==> config.mk <==
export PLATFORM = sky130hd
export DESIGN_NAME = kcrs_ram
export DESIGN_NICKNAME = d
export VERILOG_FILES = /design/src/sv/kcrs_ram.sv
export SDC_FILE = /design/constraint.sdc
export NUM_CORES = 1
export LEC_CHECK = 0
export BUFFER_PORTS_ARGS = -buffer_cell sky130_fd_sc_hd__buf_4
export CAP_MARGIN = 20
export CORE_MARGIN = 4
export CORE_UTILIZATION = 40
export DETAILED_ROUTE_END_ITERATION = 6
export SLEW_MARGIN = 20
export SYNTH_ARGS = -nofsm -noshare
export SYNTH_HDL_FRONTEND = slang
export SYNTH_SLANG_ARGS = --single-unit
==> constraint.sdc <==
create_clock -name clk -period 2.34 [get_ports clk]
set_input_delay 0.117 -clock clk [delete_from_list [all_inputs] [get_ports clk]]
set_output_delay 0.117 -clock clk [all_outputs]
set_load 0.005 [all_outputs]
==> src/sv/kcrs_ram.sv <==
// generic single-port-write, single-port-read ram with registered read
`timescale 1ns / 1ps
module kcrs_ram #(
    parameter int WIDTH = 8,
    parameter int DEPTH = 16
) (
    input  logic                     clk,
    input  logic                     we,
    input  logic [$clog2(DEPTH)-1:0] waddr,
    input  logic [WIDTH-1:0]         wdata,
    input  logic [$clog2(DEPTH)-1:0] raddr,
    output logic [WIDTH-1:0]         rdata
);
    logic [WIDTH-1:0] mem [DEPTH];

    always_ff @(posedge clk)
    begin
        if (we)
        begin
            mem[waddr] <= wdata;
        end
        rdata <= mem[raddr];
    end
endmodule
## After elaboration in Yosys (flattened, before gate mapping)

Memory sizes are Yosys's and may differ from the RTL's. A register that Yosys moved wholly into a read port is not among the register bits.
Cells that the tools add are included.

| operators by class | value |
|---|---|
| mux-type cells | 2 |

Operators with widths:

| cell | count |
|---|---|
| 1-bit two-way mux | 2 |

| word-level totals | value |
|---|---|
| flip-flop bits (word level) | 0 |
| bits in writable memories | 128 |
| bits of input ports | 18 |
| output and inout bits | 8 |
| logic and storage cells | 3 |
| memories | 1 |

Memory list:

| name | words | bits a word | read ports | clocked after Yosys merged registers in | write ports | RTL line | source |
|---|---|---|---|---|---|---|---|
| mem | 16 | 8 | 1 | 1 | 1 | 14 | `logic [WIDTH-1:0] mem [DEPTH];` |

## Logic depth before layout (Yosys ltp)

Gate-level depths: netlist of run 1.

| depth | value |
|---|---|
| word-level depth | 2 |
| mapped depth | 5 |
| mapped depth without buffers | 3 |

## Worst setup path before layout of run 1

No wires, ideal clock.

| timing | value |
|---|---|
| kind | input -> register |
| start point | input waddr[2] |
| end point | memory mem[0][0], enable pin |
| setup time | 0.383 ns |
| data arrival time | 1.227 ns |
| data required time | 1.957 ns |
| path slack | 0.730 ns |
| stages on the path | 2 |
| path buffers | 0 |
| path through | or3b_2 nor3_1 |

RTL lines:

| item | RTL line | source |
|---|---|---|
| from (decl) | 9 | `input logic [$clog2(DEPTH)-1:0] waddr,` |
| to (decl) | 14 |  |

No word-level cell before the write port.

==> results.md, run 1 <==
- Worst min-delay path class: input port to register
- Share of Yosys cell area claimed by the top area cell type: 0.747
- Synth cell types: 19
- Main synth FF type: edfxtp_1
- Static Leak: 0.00210 uW
- Tot GR Track Use: 0.139
- Mapped cell area: 5150 sq um
- CTS max path bufs: 2
- Count of TritonRoute iterations in the first routing pass: 4
- IO Pins: 26
- Placed wire-length estimate after detailed placement: 5.93 mm
- IR Drop Worst-Case VDD: about 0.53 mV
- Post-CTS resize count: 0
- Cell type contributing the most total cell area after synthesis: edfxtp_1
- Largest cells by area after synthesis: edfxtp_1 75%, mux4_2 7.9%, mux4_1 7.1%, dfxtp_1 3.1%, a22oi_1 2.3%
- Clock tree root driver cell: clkbuf_16
- #FFs+latches synth: 136
- Final hold violation count: 0
- Min Clock Period, post-route: 1.36 ns
- Wire per inst: ~20 um
- Synthesized area per cell: 22.5 sq um
- Proportion of layout cells with a drive suffix above 1: 0.302
- Family of cells with the greatest summed delay on the critical path: multiplexers
- Transition time of the tightest slew-check pin: between 0.7 and 0.8 ns
- Final routed wirelength across all metal layers: 9.44 mm
- Fraction of the cycle the final worst path needs: 0.581
- Total of buffers placed on input and output ports: 25
- Remaining design rule violation count: 0
- Setup repair after global routing missed its margin: false
- Count of nets after finishing: 296
- Result of the run: complete, no violations
- Crit. End Element: register
- Crit-path max FO: 1
- Pins Over Slew Limit: 0
- Starting utilization of the core area: 0.408
- Number of buffers inserted by post-CTS setup repair: 0
- Final estimated routing congestion in global placement: 0.710
- Setup TNS Final: 0 ns
- Post-synthesis xor/xnor area fraction: 0
- Count leader, synth: edfxtp_1
- Antenna diode count: 0
- Reg clk slew, reported paths: roughly 0.060 ns
- Required time worst endpoint: 2.63 ns
- Die Span Y: ~120 um
- Worst-Skew Late Latency: roughly 0.40 ns
- Longest individual stage delay on the worst path: a little over 0.5 ns
- Seq/Total Area, Yosys: 0.778
- Mapped Cells: approximately 230
- Number of cell rows: between 40 and 50
- Slew HR: 0.480
- Arrival time reported for the critical path endpoint: 1.65 ns
- Initial antenna violation count: 0
- Net Count, Synth: 247
- H-tree depth reported by CTS: 4
- Highest achievable clock rate: roughly 740 MHz
- Ordered list of cells on the worst path: mux4_1 -> a22oi_1 -> nand2_1
- CTS tree: yes
- Library cell contributing the largest single delay on the critical path: mux4_1
- Core region area: 12,600 sq um
- Sinks on the clock net: 136
- Final setup violation count: 0
- Number of design-rule violations left by the first detailed-router iteration: 163
- Post-Place Worst Slack: 0.568 ns
- # hold bufs at CTS: 0
- Die outline area: 14,700 sq um
- Fraction of the mapped netlist area in compound gates: 0.0233
- Vias per Instance: 5.06
- Crit Path Category: register to register
- Multiplexer share of the synthesized area: 0.150
- Async S/R FF share, synth: 0
- Gr ovfl total: 0
- Count of max-cap constraint violations: 0
- Synthesized-area fraction occupied by and/or/nand/nor cells: 0.0318
- Worst-case hold slack: between 0.01 and 0.015 ns
- Final WS setup: between 0.9 and 1 ns
- PwrDens: roughly 930 nW/um^2
- Combinational family with the most area after synthesis: multiplexers
- Number of nets with antenna violations after detailed routing: 0
- Area growth, synth to finish: 20.4%
- CP Launch Type: register
- Number of global-route vias before repair: 2,430
- Total buffers and inverters traversed by the critical path: 0
- Top cells by instance count after synthesis: 128 x edfxtp_1, 18 x mux4_2, 16 x a22oi_1, 14 x mux4_1, 13 x nor2_1
- Num CTS Buffers: 17
- Wire length of the first global-routing pass: 14.4 mm
- Core utilization of the finished layout: 0.491
- Synth warnings: 0
- Vias: 2,343
- Area share of fa/ha/maj cells after synthesis: 0
- Number of enable flip-flop cells after synthesis: 128
- Maximum number of pins on one net before global-route repair: 33
- Layout Skew: between 0.008 and 0.009 ns
- Die extent in x: 121 um
registers in the layout, summed over array words and instances (netlist names):
name and flops:
mem 128, rdata 8
layer usage:
| layer | up-vias | routed length, um | track usage | part of all wire |
|---|---|---|---|---|
| li1 | 1074 | - | - | - |
| met1 | 1221 | 4300 | 0.180 | 0.46 |
| met2 | 43 | 4770 | 0.222 | 0.51 |
| met3 | 5 | 282 | 0.0359 | 0.030 |
| met4 | 0 | 78 | 0.0609 | 0.0083 |
| met5 | - | 0 | 0 | 0 |
logic make-up after synthesis:
logic type      Yosys count
simple gates             35
buf+inv                  10
compound gates           16
mux                      32
flops                   136
metrics by stage:
stage	instances	instance area, sq um	total power, uW
floorplan	229	5150	2930
global placement	431	5580	3040
detailed placement	431	5580	3050
CTS	463	6200	5810
global route	463	6200	5940
finish	463	6200	5760
placed cells by master (no fill, tap or decap), drive strengths merged:
| cell | Yosys | routed |
|---|---|---|
| and2b | 1 | 1 |
| clkinvlp | 0 | 1 |
| nor2b | 1 | 1 |
| clkinv | 0 | 5 |
| mux4 | 32 | 32 |
| buf | 7 | 40 |
| nand2b | 2 | 2 |
| bufinv | 0 | 4 |
| nor3 | 4 | 4 |
| nand3 | 1 | 1 |
| nor2 | 13 | 13 |
| dfxtp | 8 | 8 |
| nand2 | 9 | 9 |
| inv | 0 | 1 |
| nand3b | 2 | 2 |
| or3b | 1 | 1 |
| a22oi | 16 | 16 |
| and2 | 1 | 1 |
| edfxtp | 128 | 128 |
| clkbuf | 0 | 21 |
area by class of cell:
| type | instances | area (sq um) |
|---|---|---|
| fillers | 1063 | 6420 |
| clock buffers | 21 | 450 |
| well taps | 172 | 215 |
| multi-input cells | 83 | 1060 |
| clock inverters | 11 | 173 |
| repair buffers | 40 | 300 |
| flip-flops and latches | 136 | 4000 |
worst paths after layout:
check / end / startpoint / cells past startpoint / slack [ns]
setup / recovery: rdata[1] / mem[1][1] / 3 / 0.98
hold / removal: mem[0][0] / wdata[0] / 1 / 0.01
setup reg to reg: rdata[1] / mem[1][1] / 3 / 0.98
hold reg to reg: rdata[3] / mem[7][3] / 3 / 0.66
power by group:
group	internal, uW	leakage [uW]	switching [uW]
registers	2720	0.00122	14.7
clock network	1820	0.000302	954
logic	119	0.000571	136
total	4660	0.00210	1100
Power figures use the tool's default switching activity.
==> run 2: changes to the inputs <==
==> constraint.sdc (replaced) <==
create_clock -name clk -period 1.2 [get_ports clk]
set_input_delay 0.06 -clock clk [delete_from_list [all_inputs] [get_ports clk]]
set_output_delay 0.06 -clock clk [all_outputs]
set_load 0.005 [all_outputs]
==> results.md, run 2 (synthesized netlist as in run 1, its figures left out) <==
- Min Clock Period, post-route: 1.29 ns
- Arrival time reported for the critical path endpoint: 1.59 ns
- CTS max path bufs: 2
- IR Drop Worst-Case VDD: between 1 and 1.5 mV
- Violations in the final reports: negative setup slack
- Count of nets after finishing: around 320
- Die extent in x: 121 um
- PwrDens: approximately 1900 nW/um^2
- Final setup violation count: 8
- Number of cells on the worst reg-to-reg path: 3
- Number of design-rule violations left by the first detailed-router iteration: 242
- Filler cell count: around 1,000
- Vias per Instance: ~5.1
- Top library cells by usage in the layout, fill and taps aside: 128 x edfxtp_1, 50 x buf_4, 26 x mux4_2
- Top routing layer in use: met4
- Reg clk slew, reported paths: ~0.06 ns
- Num CTS Buffers: 17
- Starting utilization of the core area: 0.408
- Placed wire-length estimate after detailed placement: 6.59 mm
- Final WS setup: -0.0947 ns
- Final hold violation count: 0
- Crit-path max FO: 1
- Die Span Y: between 100 and 150 um
- Commonest non-fill, non-tap cell in the layout: edfxtp_1
- Number of buffers inserted by post-CTS setup repair: 0
- Met3 wire length: 522 um
- Startpoint of the most critical register-to-register path: mem[3][5]
- Final estimated routing congestion in global placement: 0.739
- Cell count of the worst hold path: 3
- Largest registers ranked by flip-flop count: mem: 128 flops, rdata: 8 flops
- Setup repair after global routing missed its margin: true
- Fraction of the cycle the final worst path needs: 1.08
- Crit Path Category: register to register
- Required time worst endpoint: 1.50 ns
- Routed metal-1 wirelength: between 4 and 5 mm
- Clock tree root driver cell: clkbuf_16
- Count of TritonRoute iterations in the first routing pass: 4
- Die outline area: 14,700 sq um
- Total of buffers placed on input and output ports: 25
- Count of max-cap constraint violations: 0
- FF-to-FF setup slack: -0.09 ns
- Endpoint, Worst Hold: mem[0][7]
- H-tree depth reported by CTS: 4
- Number of global-route vias before repair: about 2,700
- Number of nets with antenna violations after detailed routing: 0
- Result of the run: complete, but fails checks
- Crit. End Element: register
- Wire per inst: 21.5 um
- Most flop-heavy register: mem
- Layout Skew: 0.00797 ns
- Area growth, synth to finish: 27.3%
- Tot GR Track Use: 0.155
- Placed Area: 5730 sq um
- Number of cell rows: 41
- Remaining design rule violation count: 0
- Antenna diode count: 0
- Pins Over Slew Limit: 0
- Core region area: 12,600 sq um
- Static Leak: 0.00223 uW
- Initial antenna violation count: 0
- Worst min-delay path class: input port to register
- Highest achievable clock rate: roughly 770 MHz
- Startpoint of the tightest hold check path: waddr[0]
- Worst-Skew Late Latency: 0.41 ns
- Proportion of layout cells with a drive suffix above 1: 0.391
- CP Launch Type: register
- Final routed wirelength across all metal layers: 10.4 mm
- Wire length of the first global-routing pass: about 16 mm
- Gr ovfl total: 0
- Post-route cell area: 6550 sq um
- Met2 wire length: 5.05 mm
- Transition time of the tightest slew-check pin: 0.934 ns
- CTS tree: yes
- R2r endpoint: rdata[5]
- Maximum number of pins on one net before global-route repair: 17
- Slew HR: 0.375
- Filler-free cell count of the finished design: around 480
- Beginning of the critical path: mem[3][5]
- Sinks on the clock net: 136
- IO Pins: 26
- Vias: 2,468
- Max reg flops: 128
- DP Cell Count: 444
==> run 2: cell count changes in the layout (fill, tap and decap cells not counted), moves of 4 or more <==
cell,change
dlygate4sd3_1,+8
a22oi_2,+8
bufinv_16,+4
buf_4,+10
a22oi_1,-8
mux4_1,-8
mux4_2,+8
==> run 2: worst max path at each step <==
stage / end
2_1_floorplan: mem[3][0]
3_3_place_gp: rdata[7]
3_5_place_dp: rdata[7]
4_1_cts: rdata[0]
5_1_grt: rdata[7]
6_report: rdata[5]
==> run 2: what timing repair did <==
item	in CTS	in global routing
hold buffers	8	0
pin swaps	9	1
hold endpoints to repair	128	0
resized for setup	12	4
setup endpoints to repair	8	8
==> run 2: final cells by class <==
type	instances	area, sq um	area share
multi-input combinational	83	1080	0.165
clock buffer	21	470	0.0718
sequential	136	4000	0.611
tap	172	215	0.0328
timing repair buffer	61	515	0.0787
clock inverter	11	265	0.0405
==> run 2: metal layers <==
layer | vias up | global-route usage
met5 | - | 0
met4 | 0 | 0.0462
met3 | 11 | 0.0471
met2 | 61 | 0.242
met1 | 1293 | 0.212
li1 | 1103 | -
==> run 2: worst max-delay path: stages, from the launching register on <==
cell and delay [ns]:
edfxtp_1 0.36, mux4_2 0.49, a22oi_2 0.25, nand2_1 0.09
==> run 2: power breakdown <==
part / switching (uW) / internal [uW] / total, uW
clock: 1840 / 4500 / 6340
sequential: 34.9 / 5310 / 5350
combinational: 300 / 297 / 597
==> run 2: metrics by stage <==
step                hold WS [ns]  TNS [ns]  total power [uW]  utilization  setup WS (ns)
floorplan                  0.159     -3.90              5710            -         -0.126
global placement           0.373     -5.50              5990        0.454         -0.352
detailed placement         0.387     -5.76              6000        0.454         -0.339
CTS                        0.178    -0.645             12400        0.520         -0.111
global route               0.185    -0.894             12700        0.519         -0.153
finish                     0.197    -0.538             12300        0.519        -0.0947
==> run 3: changes to the inputs <==
--- a/config.mk
+++ b/config.mk
@@ -9,7 +9,9 @@
 export CAP_MARGIN = 20
 export CORE_MARGIN = 4
 export CORE_UTILIZATION = 40
+export CTS_CLUSTER_DIAMETER = 100
 export DETAILED_ROUTE_END_ITERATION = 6
+export SETUP_SLACK_MARGIN = 0.3
 export SLEW_MARGIN = 20
 export SYNTH_ARGS = -nofsm -noshare
 export SYNTH_HDL_FRONTEND = slang
==> results.md, run 3 (synthesized netlist as in run 1, its figures left out) <==
- Die extent in x: 121 um
- Reg clk slew, reported paths: 0.06 ns
- Wire per inst: 20.0 um
- Net switching component of the power: 2330 uW
- Library cell contributing the largest single delay on the critical path: mux4_2
- Initial antenna violation count: 0
- IO Pins: 26
- Transition time of the tightest slew-check pin: 0.945 ns
- Highest achievable clock rate: 788 MHz
- Count of max-cap constraint violations: 0
- Arrival time reported for the critical path endpoint: 1.56 ns
- Fraction of the cycle the final worst path needs: 1.06
- Final WS setup: -0.0684 ns
- Max reg flops: between 100 and 150
- Core region area: between 10,000 and 15,000 sq um
- Final hold violation count: 0
- Ordered list of cells on the worst path: mux4_2 -> a22oi_2 -> nand2_1
- Final estimated routing congestion in global placement: 0.732
- Maximum number of pins on one net before global-route repair: 18
- Sinks on the clock net: approximately 140
- Sequential group share of total power: 0.483
- Internal power consumption: just under 9000 uW
- Slew HR: 0.368
- Die Span Y: around 120 um
- Count of nets after finishing: 315
- Crit Path Category: register to register
- Wire length of the first global-routing pass: roughly 15 mm
- Setup repair after global routing missed its margin: true
- IR Drop Worst-Case VDD: ~1.1 mV
- Num CTS Buffers: 17
- Area of the multi-input gates: 1140 sq um
- Violations in the final reports: negative setup slack
- Required time worst endpoint: ~1.5 ns
- Crit-path max FO: 1
- Proportion of layout cells with a drive suffix above 1: 0.461
- Switching Share: 0.210
- Clock tree root driver cell: clkbuf_16
- Min Clock Period, post-route: between 1 and 1.5 ns
- Antenna diode count: 0
- Static Leak: ~0.0022 uW
- CTS max path bufs: 2
- Number of buffers inserted by post-CTS setup repair: 0
- Tot GR Track Use: 0.143
- Final Power: 11,100 uW
- Area growth, synth to finish: 28.6%
- Vias per Instance: about 5
- PwrDens: 1670 nW/um^2
- Layout Skew: 0.00979 ns
- Share of power burned in the clock network: 0.458
- Placed wire-length estimate after detailed placement: 6.49 mm
- Crit. End Element: register
- Number of nets with antenna violations after detailed routing: 0
- Gr ovfl total: 0
- Number of design-rule violations left by the first detailed-router iteration: 211
- Total of buffers placed on input and output ports: 25
- Pins Over Slew Limit: 0
- Worst min-delay path class: input port to register
- Number of global-route vias before repair: around 2,600
- CP Launch Type: register
- Die outline area: 14,700 sq um
- Vias: 2,434
- Combinational group share of total power: 0.059
- Final routed wirelength across all metal layers: 9.62 mm
- Most flop-heavy register: mem
- Final setup violation count: 6
- Count of TritonRoute iterations in the first routing pass: 4
- H-tree depth reported by CTS: 4
- Commonest non-fill, non-tap cell in the layout: edfxtp_1
- Register area: ~4000 sq um
- CTS tree: yes
- Post-Place Worst Slack: -0.238 ns
- Number of cell rows: slightly above 40
- Remaining design rule violation count: 0
- Largest registers ranked by flip-flop count: mem: 128 flops, rdata: 8 flops
- Filler cell count: 1,021
- Starting utilization of the core area: 0.408
- Longest individual stage delay on the worst path: 0.50 ns
- Top library cells by usage in the layout, fill and taps aside: 128 x edfxtp_1, 32 x mux4_2, 31 x buf_4
- Result of the run: complete, but fails checks
- Worst-Skew Late Latency: 0.41 ns
-- run 3: changes by cell type in the layout (fill, tap and decap cells not counted), moves of 4 or more --
cell / before / now
buf_12: 3 / 14
buf_4: 50 / 31
buf_6: 0 / 6
bufinv_16: 8 / 2
dfxtp_1: 8 / 2
dfxtp_2: 0 / 6
inv_6: 1 / 7
mux4_1: 6 / 0
mux4_2: 26 / 32
nor2_1: 13 / 3
nor2_2: 0 / 5
nor2_4: 0 / 5
nor3_4: 0 / 4
-- run 3: metal layers --
layer,wire [um],GRT usage,part of all wire
met1,4290,0.192,0.45
met2,4840,0.225,0.50
met3,418,0.0387,0.043
met4,72,0.0525,0.0075
met5,0,0,0
-- run 3: through the flow --
stage	hold WS (ns)	TNS, ns	area [sq um]	instances	util
floorplan	0.159	0	5230	229	-
global placement	0.374	-3.29	5880	442	0.466
detailed placement	0.380	-3.75	5880	442	0.466
CTS	0.146	-0.381	6610	482	0.524
global route	0.145	-0.761	6620	482	0.524
finish	0.156	-0.247	6620	482	0.524
-- run 3: power groups by stage --
stage	Combinational, uW	Clock (uW)	Sequential (uW)
after floorplan	313	0	5440
after global placement	600	0	5440
after detailed placement	610	0	5450
after CTS	661	5170	5360
after global routing	707	5380	5360
final	649	5080	5350
-- run 3: cell type report --
class	instances	area share
Multi-Input combinational cell	83	0.173
Sequential cell	136	0.606
Clock inverter	15	0.0248
Clock buffer	17	0.0643
Tap cell	172	0.0325
Timing Repair Buffer	59	0.0998
-- run 3: path summary, 6_finish.rpt --
check	startpoint	end	slack [ns]	depth (start not counted)
min	waddr[1]	mem[8][0]	0.16	3
max	mem[11][7]	rdata[7]	-0.07	3
max reg2reg	mem[11][7]	rdata[7]	-0.07	3
min reg2reg	mem[14][4]	rdata[4]	0.67	3
-- run 3: worst max-delay path, delay by kind of cell (launching register included) --
family,cells,cell delay [ns]
muxes,1,0.50
and+or+nand+nor,1,0.08
DFF,1,0.36
AOI/OAI and AO/OA,1,0.22
-- run 3: timing repair --
| item | in CTS | in global routing |
|---|---|---|
| pin swaps | 1 | 3 |
| gates resized for setup | 18 | 2 |
| setup endpoints to repair | 15 | 24 |
| hold buffers | 8 | 0 |
| endpoints found under the hold margin | 128 | 0 |
